File: src/tsg_pkg.sv
`default_nettype none
// ----------------------------------------------------------------------------
// tsg_pkg: shared types and constants of the tone sample generator
// Field widths, register indexes, PCM levels and the controller/datapath
// command and status bundles.
// ----------------------------------------------------------------------------
package tsg_pkg;

    localparam int SAMPLE_RATE_HZ_DEF = 22050;

    localparam int PHASE_W = 17;
    localparam int COUNT_W = 16;
    localparam int FREQ_W  = 15;
    localparam int PCM_W   = 8;
    localparam int MAG_W   = 7;
    localparam int MAG_MAX = 127;

    localparam int CFG_IDX_W  = 2;
    localparam int CFG_DATA_W = 16;

    localparam logic [CFG_IDX_W-1:0] CFG_MODE = 2'd0;
    localparam logic [CFG_IDX_W-1:0] CFG_FREQ = 2'd1;
    localparam logic [CFG_IDX_W-1:0] CFG_DUR  = 2'd2;

    localparam logic            MODE_RESET = 1'b0;
    localparam logic [FREQ_W-1:0]  FREQ_RESET = 15'd440;
    localparam logic [COUNT_W-1:0] DUR_RESET  = 16'd2205;

    localparam logic [PCM_W-1:0] PCM_HIGH = 8'hFF;
    localparam logic [PCM_W-1:0] PCM_LOW  = 8'h00;
    localparam logic [PCM_W-1:0] PCM_MID  = 8'h80;

    localparam real PI = 3.14159265358979323846;

    typedef struct packed {
        logic                mode;   // 1 = sine
        logic [FREQ_W-1:0]   freq;
        logic [COUNT_W-1:0]  dur;
    } cfg_t;

    typedef struct packed {
        logic restart;
        logic div_step;
        logic fold_init;
        logic fold_hi;
        logic fold_lo;
        logic mirror;
        logic search_step;
        logic fm_step;
        logic sq_commit;
        logic sine_commit;
    } cmd_t;

    typedef struct packed {
        logic div_last;
        logic search_last;
        logic out_free;
    } stat_t;

endpackage
`default_nettype wire

File: src/tsg_cfg_regs.sv
`default_nettype none
// ----------------------------------------------------------------------------
// tsg_cfg_regs: configuration register file
// Decodes writes on the config channel into mode, frequency and duration.
// ----------------------------------------------------------------------------
module tsg_cfg_regs (
    input  wire logic                               aclk,
    input  wire logic                               aresetn,
    input  wire logic                               cfg_valid,
    output logic                                    cfg_ready,
    input  wire logic [tsg_pkg::CFG_IDX_W-1:0]      cfg_index,
    input  wire logic [tsg_pkg::CFG_DATA_W-1:0]     cfg_data,
    output tsg_pkg::cfg_t                           cfg
);

    logic                            mode_reg;
    logic [tsg_pkg::FREQ_W-1:0]      freq_reg;
    logic [tsg_pkg::COUNT_W-1:0]     dur_reg;

    assign cfg_ready = 1'b1;

    always_ff @(posedge aclk) begin
        if (!aresetn) begin
            mode_reg <= tsg_pkg::MODE_RESET;
            freq_reg <= tsg_pkg::FREQ_RESET;
            dur_reg  <= tsg_pkg::DUR_RESET;
        end else if (cfg_valid) begin
            unique case (cfg_index)
                tsg_pkg::CFG_MODE: mode_reg <= cfg_data[0];
                tsg_pkg::CFG_FREQ: freq_reg <= cfg_data[tsg_pkg::FREQ_W-1:0];
                tsg_pkg::CFG_DUR:  dur_reg  <= cfg_data[tsg_pkg::COUNT_W-1:0];
                default: ;  // unmapped index, write dropped
            endcase
        end
    end

    assign cfg.mode = mode_reg;
    assign cfg.freq = freq_reg;
    assign cfg.dur  = dur_reg;

endmodule
`default_nettype wire

File: src/tsg_ctrl.sv
`default_nettype none
// ----------------------------------------------------------------------------
// tsg_ctrl: sequencing state machine
// Accepts a tick word, runs the period divider on restart, then walks the
// square or sine path and commits the sample once the output register frees.
// ----------------------------------------------------------------------------
module tsg_ctrl (
    input  wire logic           aclk,
    input  wire logic           aresetn,
    input  wire logic           s_tvalid,
    output logic                s_tready,
    input  wire logic           restart_in,
    input  wire logic           sine_mode,
    input  tsg_pkg::stat_t      stat,
    output tsg_pkg::cmd_t       cmd
);

    typedef enum logic [8:0] {
        ST_IDLE     = 9'b000000001,
        ST_DIV      = 9'b000000010,
        ST_SQUARE   = 9'b000000100,
        ST_FOLD0    = 9'b000001000,
        ST_FOLD1    = 9'b000010000,
        ST_FOLD2    = 9'b000100000,
        ST_MIRROR   = 9'b001000000,
        ST_SEARCH   = 9'b010000000,
        ST_SINE_OUT = 9'b100000000
    } state_t;

    state_t state_reg, state_next;

    always_ff @(posedge aclk) begin
        if (!aresetn) begin
            state_reg <= ST_IDLE;
        end else begin
            state_reg <= state_next;
        end
    end

    assign s_tready = (state_reg == ST_IDLE);

    always_comb begin
        state_next = state_reg;
        cmd        = '0;
        unique case (state_reg)
            ST_IDLE: begin
                if (s_tvalid) begin
                    cmd.restart = restart_in;
                    if (restart_in) begin
                        state_next = ST_DIV;
                    end else begin
                        state_next = sine_mode ? ST_FOLD0 : ST_SQUARE;
                    end
                end
            end
            ST_DIV: begin
                cmd.div_step = 1'b1;
                if (stat.div_last) begin
                    state_next = sine_mode ? ST_FOLD0 : ST_SQUARE;
                end
            end
            ST_SQUARE: begin
                if (stat.out_free) begin
                    cmd.sq_commit = 1'b1;
                    state_next    = ST_IDLE;
                end
            end
            ST_FOLD0: begin
                cmd.fold_init = 1'b1;
                state_next    = ST_FOLD1;
            end
            ST_FOLD1: begin
                cmd.fold_hi = 1'b1;
                cmd.fm_step = 1'b1;
                state_next  = ST_FOLD2;
            end
            ST_FOLD2: begin
                cmd.fold_lo = 1'b1;
                cmd.fm_step = 1'b1;
                state_next  = ST_MIRROR;
            end
            ST_MIRROR: begin
                cmd.mirror  = 1'b1;
                cmd.fm_step = 1'b1;
                state_next  = ST_SEARCH;
            end
            ST_SEARCH: begin
                cmd.search_step = 1'b1;
                cmd.fm_step     = 1'b1;
                if (stat.search_last) begin
                    state_next = ST_SINE_OUT;
                end
            end
            ST_SINE_OUT: begin
                if (stat.out_free) begin
                    cmd.sine_commit = 1'b1;
                    state_next      = ST_IDLE;
                end
            end
            default: begin
                state_next = ST_IDLE;
            end
        endcase
    end

endmodule
`default_nettype wire

File: src/tsg_datapath.sv
`default_nettype none
// ----------------------------------------------------------------------------
// tsg_datapath: tone state, period divider, sine fold and table search
// Restoring divider gives rate/freq one quotient bit a cycle. The sine
// magnitude is a binary search over the 127 phase thresholds at which
// floor(127*sin) steps up; the thresholds are built at elaboration.
// ----------------------------------------------------------------------------
module tsg_datapath #(
    parameter int SAMPLE_RATE_HZ = tsg_pkg::SAMPLE_RATE_HZ_DEF
) (
    input  wire logic                       aclk,
    input  wire logic                       aresetn,
    input  tsg_pkg::cmd_t                   cmd,
    input  tsg_pkg::cfg_t                   cfg,
    input  wire logic                       m_tready,
    output tsg_pkg::stat_t                  stat,
    output logic                            m_tvalid,
    output logic [tsg_pkg::PCM_W-1:0]       m_pcm,
    output logic                            m_last
);

    localparam int PW     = tsg_pkg::PHASE_W;
    localparam int WW     = PW + 2;
    localparam int FW     = tsg_pkg::FREQ_W;
    localparam int CW     = tsg_pkg::COUNT_W;
    localparam int MW     = tsg_pkg::MAG_W;
    localparam int DIV_IW = $clog2(PW);
    localparam int SB_W   = $clog2(MW);

    localparam logic [PW-1:0] RateV  = PW'(SAMPLE_RATE_HZ);
    localparam logic [WW-1:0] Rate1W = WW'(SAMPLE_RATE_HZ);
    localparam logic [WW-1:0] Rate2W = WW'(2 * SAMPLE_RATE_HZ);

    // thr_tab[m]: smallest quarter-phase r with floor(127*sin) >= m
    logic [PW-1:0] thr_tab [0:tsg_pkg::MAG_MAX];

    for (genvar g = 0; g <= tsg_pkg::MAG_MAX; g++) begin : g_thr
        localparam real Frac = real'(g) / real'(tsg_pkg::MAG_MAX);
        localparam int  Thr  = (g == 0) ? 0 :
                               (g == tsg_pkg::MAG_MAX) ? SAMPLE_RATE_HZ :
                               int'($ceil(real'(SAMPLE_RATE_HZ) * $asin(Frac) * 2.0
                                          / tsg_pkg::PI));
        assign thr_tab[g] = PW'(Thr);
    end

    // tone state
    logic [CW-1:0]      count_reg;
    logic [PW-1:0]      phase_reg;
    logic [PW-1:0]      period_reg;

    // divider
    logic [FW-1:0]      rem_reg;
    logic [PW-1:0]      quot_reg;
    logic [DIV_IW-1:0]  didx_reg;

    // sine working registers
    logic [WW-1:0]      w_reg;
    logic [PW-1:0]      pr_reg;
    logic [FW-1:0]      fm_reg;
    logic               qh_reg;
    logic               ql_reg;
    logic [PW-1:0]      r_reg;
    logic [MW-1:0]      mag_reg;
    logic [SB_W-1:0]    sb_reg;

    // output word
    logic                          m_tvalid_reg;
    logic [tsg_pkg::PCM_W-1:0]     m_pcm_reg;
    logic                          m_last_reg;

    // divider step
    logic [FW:0]        div_shift;
    logic               div_ge;
    logic [FW:0]        div_sub;
    logic [PW-1:0]      quot_next;

    assign div_shift = {rem_reg, RateV[didx_reg]};
    assign div_ge    = (div_shift >= {1'b0, cfg.freq});
    assign div_sub   = div_shift - {1'b0, cfg.freq};
    assign quot_next = {quot_reg[PW-2:0], div_ge};

    // sine helpers
    logic [PW-1:0]      pr_calc;
    logic [MW-1:0]      cand;
    logic [PW:0]        sine_sum;
    logic [PW-1:0]      sine_phase;
    logic [tsg_pkg::PCM_W-1:0] sine_pcm;

    assign pr_calc   = (phase_reg >= RateV) ? (phase_reg - RateV) : phase_reg;
    assign cand      = mag_reg | (MW'(1) << sb_reg);
    assign sine_sum  = {1'b0, pr_reg} + {{(PW + 1 - FW){1'b0}}, fm_reg};
    assign sine_phase = (sine_sum >= {1'b0, RateV}) ? PW'(sine_sum - {1'b0, RateV})
                                                    : sine_sum[PW-1:0];
    assign sine_pcm  = qh_reg ? (tsg_pkg::PCM_MID - {1'b0, mag_reg})
                              : (tsg_pkg::PCM_MID + {1'b0, mag_reg});

    // square helpers
    logic [PW:0]        ph_inc;
    logic [PW-1:0]      sq_phase;
    logic [tsg_pkg::PCM_W-1:0] sq_pcm;

    assign ph_inc   = {1'b0, phase_reg} + {{PW{1'b0}}, 1'b1};
    assign sq_phase = (ph_inc >= {1'b0, period_reg}) ? '0 : ph_inc[PW-1:0];
    assign sq_pcm   = (phase_reg < (period_reg >> 1)) ? tsg_pkg::PCM_HIGH
                                                      : tsg_pkg::PCM_LOW;

    logic commit;
    logic last_now;

    assign commit   = cmd.sq_commit | cmd.sine_commit;
    assign last_now = (count_reg == (cfg.dur - CW'(1)));

    // tone state and output valid
    always_ff @(posedge aclk) begin
        if (!aresetn) begin
            count_reg    <= '0;
            phase_reg    <= '0;
            period_reg   <= '0;
            m_tvalid_reg <= 1'b0;
        end else begin
            if (cmd.restart) begin
                count_reg <= '0;
                phase_reg <= '0;
            end else if (commit) begin
                count_reg <= count_reg + CW'(1);
                phase_reg <= cmd.sine_commit ? sine_phase : sq_phase;
            end
            if (cmd.div_step && stat.div_last) begin
                period_reg <= (cfg.freq == '0) ? '0 : quot_next;
            end
            if (commit) begin
                m_tvalid_reg <= 1'b1;
            end else if (m_tready) begin
                m_tvalid_reg <= 1'b0;
            end
        end
    end

    // working registers, no reset needed
    always_ff @(posedge aclk) begin
        if (cmd.restart) begin
            rem_reg  <= '0;
            didx_reg <= DIV_IW'(PW - 1);
        end else if (cmd.div_step) begin
            rem_reg  <= div_ge ? div_sub[FW-1:0] : div_shift[FW-1:0];
            quot_reg <= quot_next;
            didx_reg <= didx_reg - DIV_IW'(1);
        end

        if (cmd.fold_init) begin
            pr_reg <= pr_calc;
            w_reg  <= {pr_calc, 2'b00};
            fm_reg <= cfg.freq;
        end else if (cmd.fm_step && ({{(PW - FW){1'b0}}, fm_reg} >= RateV)) begin
            fm_reg <= FW'({{(PW - FW){1'b0}}, fm_reg} - RateV);
        end

        // quadrant = phase*4 / rate, two compare-subtract steps
        if (cmd.fold_hi) begin
            qh_reg <= (w_reg >= Rate2W);
            if (w_reg >= Rate2W) begin
                w_reg <= w_reg - Rate2W;
            end
        end
        if (cmd.fold_lo) begin
            ql_reg <= (w_reg >= Rate1W);
            if (w_reg >= Rate1W) begin
                w_reg <= w_reg - Rate1W;
            end
        end

        if (cmd.mirror) begin
            r_reg   <= ql_reg ? (RateV - w_reg[PW-1:0]) : w_reg[PW-1:0];
            mag_reg <= '0;
            sb_reg  <= SB_W'(MW - 1);
        end else if (cmd.search_step) begin
            if (thr_tab[cand] <= r_reg) begin
                mag_reg <= cand;
            end
            sb_reg <= sb_reg - SB_W'(1);
        end

        if (commit) begin
            m_pcm_reg  <= cmd.sine_commit ? sine_pcm : sq_pcm;
            m_last_reg <= last_now;
        end
    end

    assign stat.div_last    = (didx_reg == '0);
    assign stat.search_last = (sb_reg == '0);
    assign stat.out_free    = !m_tvalid_reg || m_tready;

    assign m_tvalid = m_tvalid_reg;
    assign m_pcm    = m_pcm_reg;
    assign m_last   = m_last_reg;

endmodule
`default_nettype wire

File: src/tone_sample_generator.sv
`default_nettype none
// Square sample: committed to the output word once the output register is free; sine
//   sample: the quadrant fold and the 7-step threshold search run first. A restart
//   first runs the bit-serial rate/freq divider. Only one tick word is in flight.
// Output register lets the next word be taken while a sample waits on m_tready.
// Reset (aresetn low, synchronous): counters, phase and period clear, config to defaults.
// ----------------------------------------------------------------------------
// tone_sample_generator: square and sine 8-bit PCM tone generator
// One sample per tick word; restart bit starts a new tone at sample zero.
// ----------------------------------------------------------------------------
module tone_sample_generator #(
    parameter int SAMPLE_RATE_HZ = tsg_pkg::SAMPLE_RATE_HZ_DEF
) (
    input  wire logic                               aclk,
    input  wire logic                               aresetn,
    // input tick
    input  wire logic                               s_tvalid,
    output logic                                    s_tready,
    input  wire logic [7:0]                         s_tdata,   // [0] restart
    // output sample
    output logic                                    m_tvalid,
    input  wire logic                               m_tready,
    output logic [7:0]                              m_tdata,   // [7:0] pcm_sample
    output logic                                    m_tlast,   // last_sample
    // config writes
    input  wire logic                               cfg_valid,
    output logic                                    cfg_ready,
    input  wire logic [tsg_pkg::CFG_IDX_W-1:0]      cfg_index,
    input  wire logic [tsg_pkg::CFG_DATA_W-1:0]     cfg_data
);

    tsg_pkg::cfg_t  cfg;
    tsg_pkg::cmd_t  cmd;
    tsg_pkg::stat_t stat;

    tsg_cfg_regs u_cfg (
        .aclk      (aclk),
        .aresetn   (aresetn),
        .cfg_valid (cfg_valid),
        .cfg_ready (cfg_ready),
        .cfg_index (cfg_index),
        .cfg_data  (cfg_data),
        .cfg       (cfg)
    );

    tsg_ctrl u_ctrl (
        .aclk       (aclk),
        .aresetn    (aresetn),
        .s_tvalid   (s_tvalid),
        .s_tready   (s_tready),
        .restart_in (s_tdata[0]),
        .sine_mode  (cfg.mode),
        .stat       (stat),
        .cmd        (cmd)
    );

    tsg_datapath #(
        .SAMPLE_RATE_HZ (SAMPLE_RATE_HZ)
    ) u_dp (
        .aclk     (aclk),
        .aresetn  (aresetn),
        .cmd      (cmd),
        .cfg      (cfg),
        .m_tready (m_tready),
        .stat     (stat),
        .m_tvalid (m_tvalid),
        .m_pcm    (m_tdata),
        .m_last   (m_tlast)
    );

    // one word in flight: accepting drops ready in the cycle after
    a_busy_after_accept: assert property (@(posedge aclk) disable iff (!aresetn)
        s_tvalid && s_tready |=> !s_tready)
        else $error("tick accepted while busy");

    // returning to idle means a sample was just committed
    a_idle_has_result: assert property (@(posedge aclk) disable iff (!aresetn)
        $rose(s_tready) |-> m_tvalid)
        else $error("item finished without a sample");

    // a new sample only appears from a busy controller
    a_result_from_work: assert property (@(posedge aclk) disable iff (!aresetn)
        $rose(m_tvalid) |-> !$past(s_tready))
        else $error("sample without work");

    // commit only when the output register can take it
    a_commit_free: assert property (@(posedge aclk) disable iff (!aresetn)
        (cmd.sq_commit || cmd.sine_commit) |-> stat.out_free)
        else $error("sample overwrote a pending word");

endmodule
`default_nettype wire

File: config.mk
export PLATFORM = sky130hd
export DESIGN_NAME = tone_sample_generator
export DESIGN_NICKNAME = d
export VERILOG_FILES = /design/src/tsg_pkg.sv /design/src/tsg_cfg_regs.sv /design/src/tsg_ctrl.sv /design/src/tsg_datapath.sv /design/src/tone_sample_generator.sv
export SDC_FILE = /design/constraint.sdc
export NUM_CORES = 1
export LEC_CHECK = 0
export BUFFER_PORTS_ARGS = -buffer_cell sky130_fd_sc_hd__buf_2
export CORE_ASPECT_RATIO = 0.8
export CORE_MARGIN = 2
export CORE_UTILIZATION = 27
export CTS_BUF_LIST = sky130_fd_sc_hd__clkbuf_16
export DETAILED_ROUTE_END_ITERATION = 6
export PLACE_DENSITY = 0.37
export RECOVER_POWER = 100
export SKIP_CTS_REPAIR_TIMING = 1
export SLEW_MARGIN = 20
export SYNTH_ARGS = -nofsm -noshare
export SYNTH_HDL_FRONTEND = slang
export SYNTH_SLANG_ARGS = --single-unit
File: constraint.sdc
create_clock -name aclk -period 8.1 [get_ports aclk]
set_input_delay 1.215 -clock aclk [delete_from_list [all_inputs] [get_ports aclk]]
set_output_delay 1.215 -clock aclk [all_outputs]
set_load 0.05 [all_outputs]
==> results.md <==
* Status: complete, but fails checks
* Failing checks: max-capacitance violations, max-slew violations
* N_diodes at 0
* Sw Pwr at approximately 2100 uW
* Max reg flops at 19
* Root buffer cell: clkbuf_16
* Dpl cell area at 0.0173 mm2
* CTS tree: built
* CTS buffer count at 27
* R2R Setup Slk at roughly 1700 ps
* Worst path max stage delay at between 800 and 900 ps
* Synth-to-layout area growth at 10.3%
* Setup ws final at 1700 ps
* Synth unique cells at just over 90
* Worst setup endpoint: u_dp.mag_reg[0]
* Count leader, synth: nand2_1
* CP Buf/Inv Count at 3
* Period utilization at 79.0%
* Logic gate share of total power at 45.4%
* Port bufs at 34
* Post-Syn Area per Cell at between 7 and 8 um2
* Post-Synth Simple-Gate Area at 20.6%
* Vias post-DR at between 15000 and 20000
* Synth Cell Area at 0.0165 mm2
* RSZ-0062 raised after global routing: no
* Largest net degree at the start of global routing at 53
* WP depth at 24
* Setup CP Type: reg2reg
* CP arrival at slightly below 7000 ps
* Post-route cell area at 0.0182 mm2
* Ys Warns at 0
* Most common cell on crit path: o21ai_0
* Mapped Nets at roughly 2200
* Depth of the worst hold-timing path at 0
* Starting Density at 27.5%
* Share of cells above drive strength 1 at ~5.3%
* Most frequent cells after synthesis: nand2_1, nor2_1, a21oi_1, o21ai_0, dfxtp_1
* Synth top area share at between 10% and 20%
* Total track usage at 17.5%
* Fin Setup TNS at 0 ps
* P per Cell Area at approximately 270 mW/mm2
* Critical R2R Launch: u_dp.sb_reg[0]
* Skew-Pair Late Insertion Delay at between 500 and 600 ps
* Core Util, Final at between 30% and 40%
* # fillers at ~6400
* Max Fclk at roughly 160 MHz
* # nets final at between 2000 and 2500
* Largest delay share family, worst path: compound AO/OA/AOI/OAI gates
* Area leader, netlist: dfxtp_1
* FF-to-FF End: u_dp.mag_reg[0]
* Reg2reg path depth at 24
* CP startpoint kind: flop
* I/O pins at 43
* Ys async rst share at 0%
* Final Slew Violations at around 170
* Post-route DRC violation count at 0
* Register area share after synthesis at 31.1%
* Gate Count Post-Synth at about 2100
* Pre-CTS setup slack at approximately 2500 ps
* CTS Buffer Depth at 3
* Final Hold Slack at around 450 ps
* Hold Fails Final Rpt at 0
* Post-synthesis xor/xnor area fraction at 7.36%
* Final Skew at about 35 ps
* Mux contribution to synthesized area at 1.80%
* Sequence of cells on the critical path: inv_1 > ha_1 > nor2b_1 > nor2_1 > clkbuf_1 > inv_1 > ha_1 > and2_1 > o21ai_0 > o21ai_0 > a21oi_1 > a21oi_1 > a31oi_1 > ha_1 > nor2b_1 > o21a_1 > o21a_1 > o21ai_0 > nand2b_1 > a21oi_1 > o211ai_1 > a31oi_1 > o21ai_0 > o22ai_1
* MaxCap Viol Count at 4
* Slew headroom at -67.2%
* GRT overflow at 0
* Initial antenna violation count at 0
* Slowest stage cell, crit path: ha_1
* Cell-internal power at roughly 2800 uW
* Adder-Cell Fraction of Synth Area at 8.82%
* VDD IR max at around 0.00015 V
* H-tree Lvls at 1
* Clk pin slew, worst setup/hold paths at around 60 ps
* Post-synth EDFFs at between 70 and 80
* Total core area at about 0.06 mm2
* CP Launch Point: u_dp.sb_reg[0]
* Seq cells post-synth at 218
* # rows at 80
* Slew @ Worst Pin at ~2500 ps
* Global-route wire length before repair at between 80 and 90 mm
* # clock sinks at between 200 and 250
* Worst Hold Class: reg2reg
* Detailed Route Iter0 Violations at approximately 1300
* Vias in the first global route at ~14000
* Dominant cells by area after synthesis: dfxtp_1, edfxtp_1, ha_1
* Antenna Nets Post-Route at 0
* Largest family of logic cells by synthesized area: compound AO/OA/AOI/OAI gates
* Worst Path Required at 8490 ps
* Reg power frac at about 28%
* Total iterations of the first detailed-routing run at 6
* GPL Wtd Cong at between 0.8 and 0.9
* Ys flop type: dfxtp_1
* Setup crit end kind: flop
* Final WL at around 56 mm
* Clock Power Share at 26.6%
* Static Leak at between 0.006 and 0.007 uW
* DP Wirelength at slightly above 40 mm
* Final number of setup-violating endpoints at 0
* Critical Path Fanout Max at 19
* Die W at 280 um
* Tmin final at 6400 ps
* Die area at 0.0631 mm2
* Compound-Gate Fraction of Synth Area at 24.5%
* Vias per std cell at approximately 5.3
* Routed wire per std cell at ~20 um
* Switch share at 43.4%
* Die H at 225 um
## logic make-up after synthesis
family	after synthesis
muxes	29
buffers and inverters	246
DFF	218
and+or+nand+nor	721
AOI/OAI and AO/OA	635
xor gates and xnor gates	136
other	1
adders and majority gates	115
## layer usage
layer | GRT usage (%) | up-vias | wire length [um]
met4 | 3.40 | 0 | 1030
met5 | 0 | - | 0
met1 | 26.1 | 7211 | 28400
met3 | 2.74 | 67 | 2800
li1 | - | 7480 | -
met2 | 26.7 | 358 | 24000
## stage by stage
stage,cells,power (uW)
6_report,2855,4940
5_1_grt,2855,5290
4_1_cts,2855,4990
3_5_place_dp,2805,3640
3_3_place_gp,2805,3660
2_1_floorplan,2101,2970
## worst min path at each step
stage,startpoint,to,slack (ps)
4_1_cts,u_dp.quot_reg[2],u_dp.quot_reg[3],450
2_1_floorplan,u_dp.quot_reg[9],u_dp.quot_reg[10],430
3_5_place_dp,u_dp.quot_reg[4],u_dp.quot_reg[5],430
5_1_grt,u_dp.quot_reg[4],u_dp.quot_reg[5],460
3_3_place_gp,u_dp.quot_reg[2],u_dp.quot_reg[3],430
6_report,u_dp.quot_reg[2],u_dp.quot_reg[3],450
## layout make-up
class / count / area (um2) / area share [%]
clock buffer: 29 / 726 / 3.99
inverter: 115 / 432 / 2.37
timing repair buffer: 56 / 289 / 1.59
multi-input combinational: 1637 / 10400 / 57.2
sequential: 218 / 5130 / 28.3
clock inverter: 21 / 220 / 1.21
tap: 779 / 975 / 5.36
## placed cells by master (no fill, tap or decap), types with 41 or more instances in the layout
master | netlist | final
o21ai_0 | 144 | 146
a21oi_1 | 191 | 187
edfxtp_1 | 77 | 77
a211oi_1 | 54 | 54
nor3_1 | 50 | 50
xor2_1 | 41 | 41
ha_1 | 113 | 113
nand2_1 | 233 | 233
dfxtp_1 | 141 | 141
inv_1 | 110 | 115
nand3_1 | 54 | 54
xnor2_1 | 92 | 92
nor2_1 | 215 | 216
## worst reg2reg max path, cell delays in order, from the launching register on
cell and delay (ps):
dfxtp_1 360, inv_1 100, ha_1 280, nor2b_1 210, nor2_1 130, clkbuf_1 550, inv_1 520, ha_1 890
and2_1 320, o21ai_0 90, o21ai_0 100, a21oi_1 90, a21oi_1 260, a31oi_1 100, ha_1 350, nor2b_1 130
o21a_1 120, o21a_1 110, o21ai_0 70, nand2b_1 80, a21oi_1 60, o211ai_1 160, a31oi_1 100, o21ai_0 860
o22ai_1 190
## power groups by stage
stage	Sequential [uW]	Clock, uW	Combinational (uW)
2_1_floorplan	1360	0	1610
3_3_place_gp	1410	0	2250
4_1_cts	1390	1360	2240
3_5_place_dp	1410	0	2230
5_1_grt	1400	1400	2490
6_report	1390	1310	2240
Power figures use the tool's default switching activity.
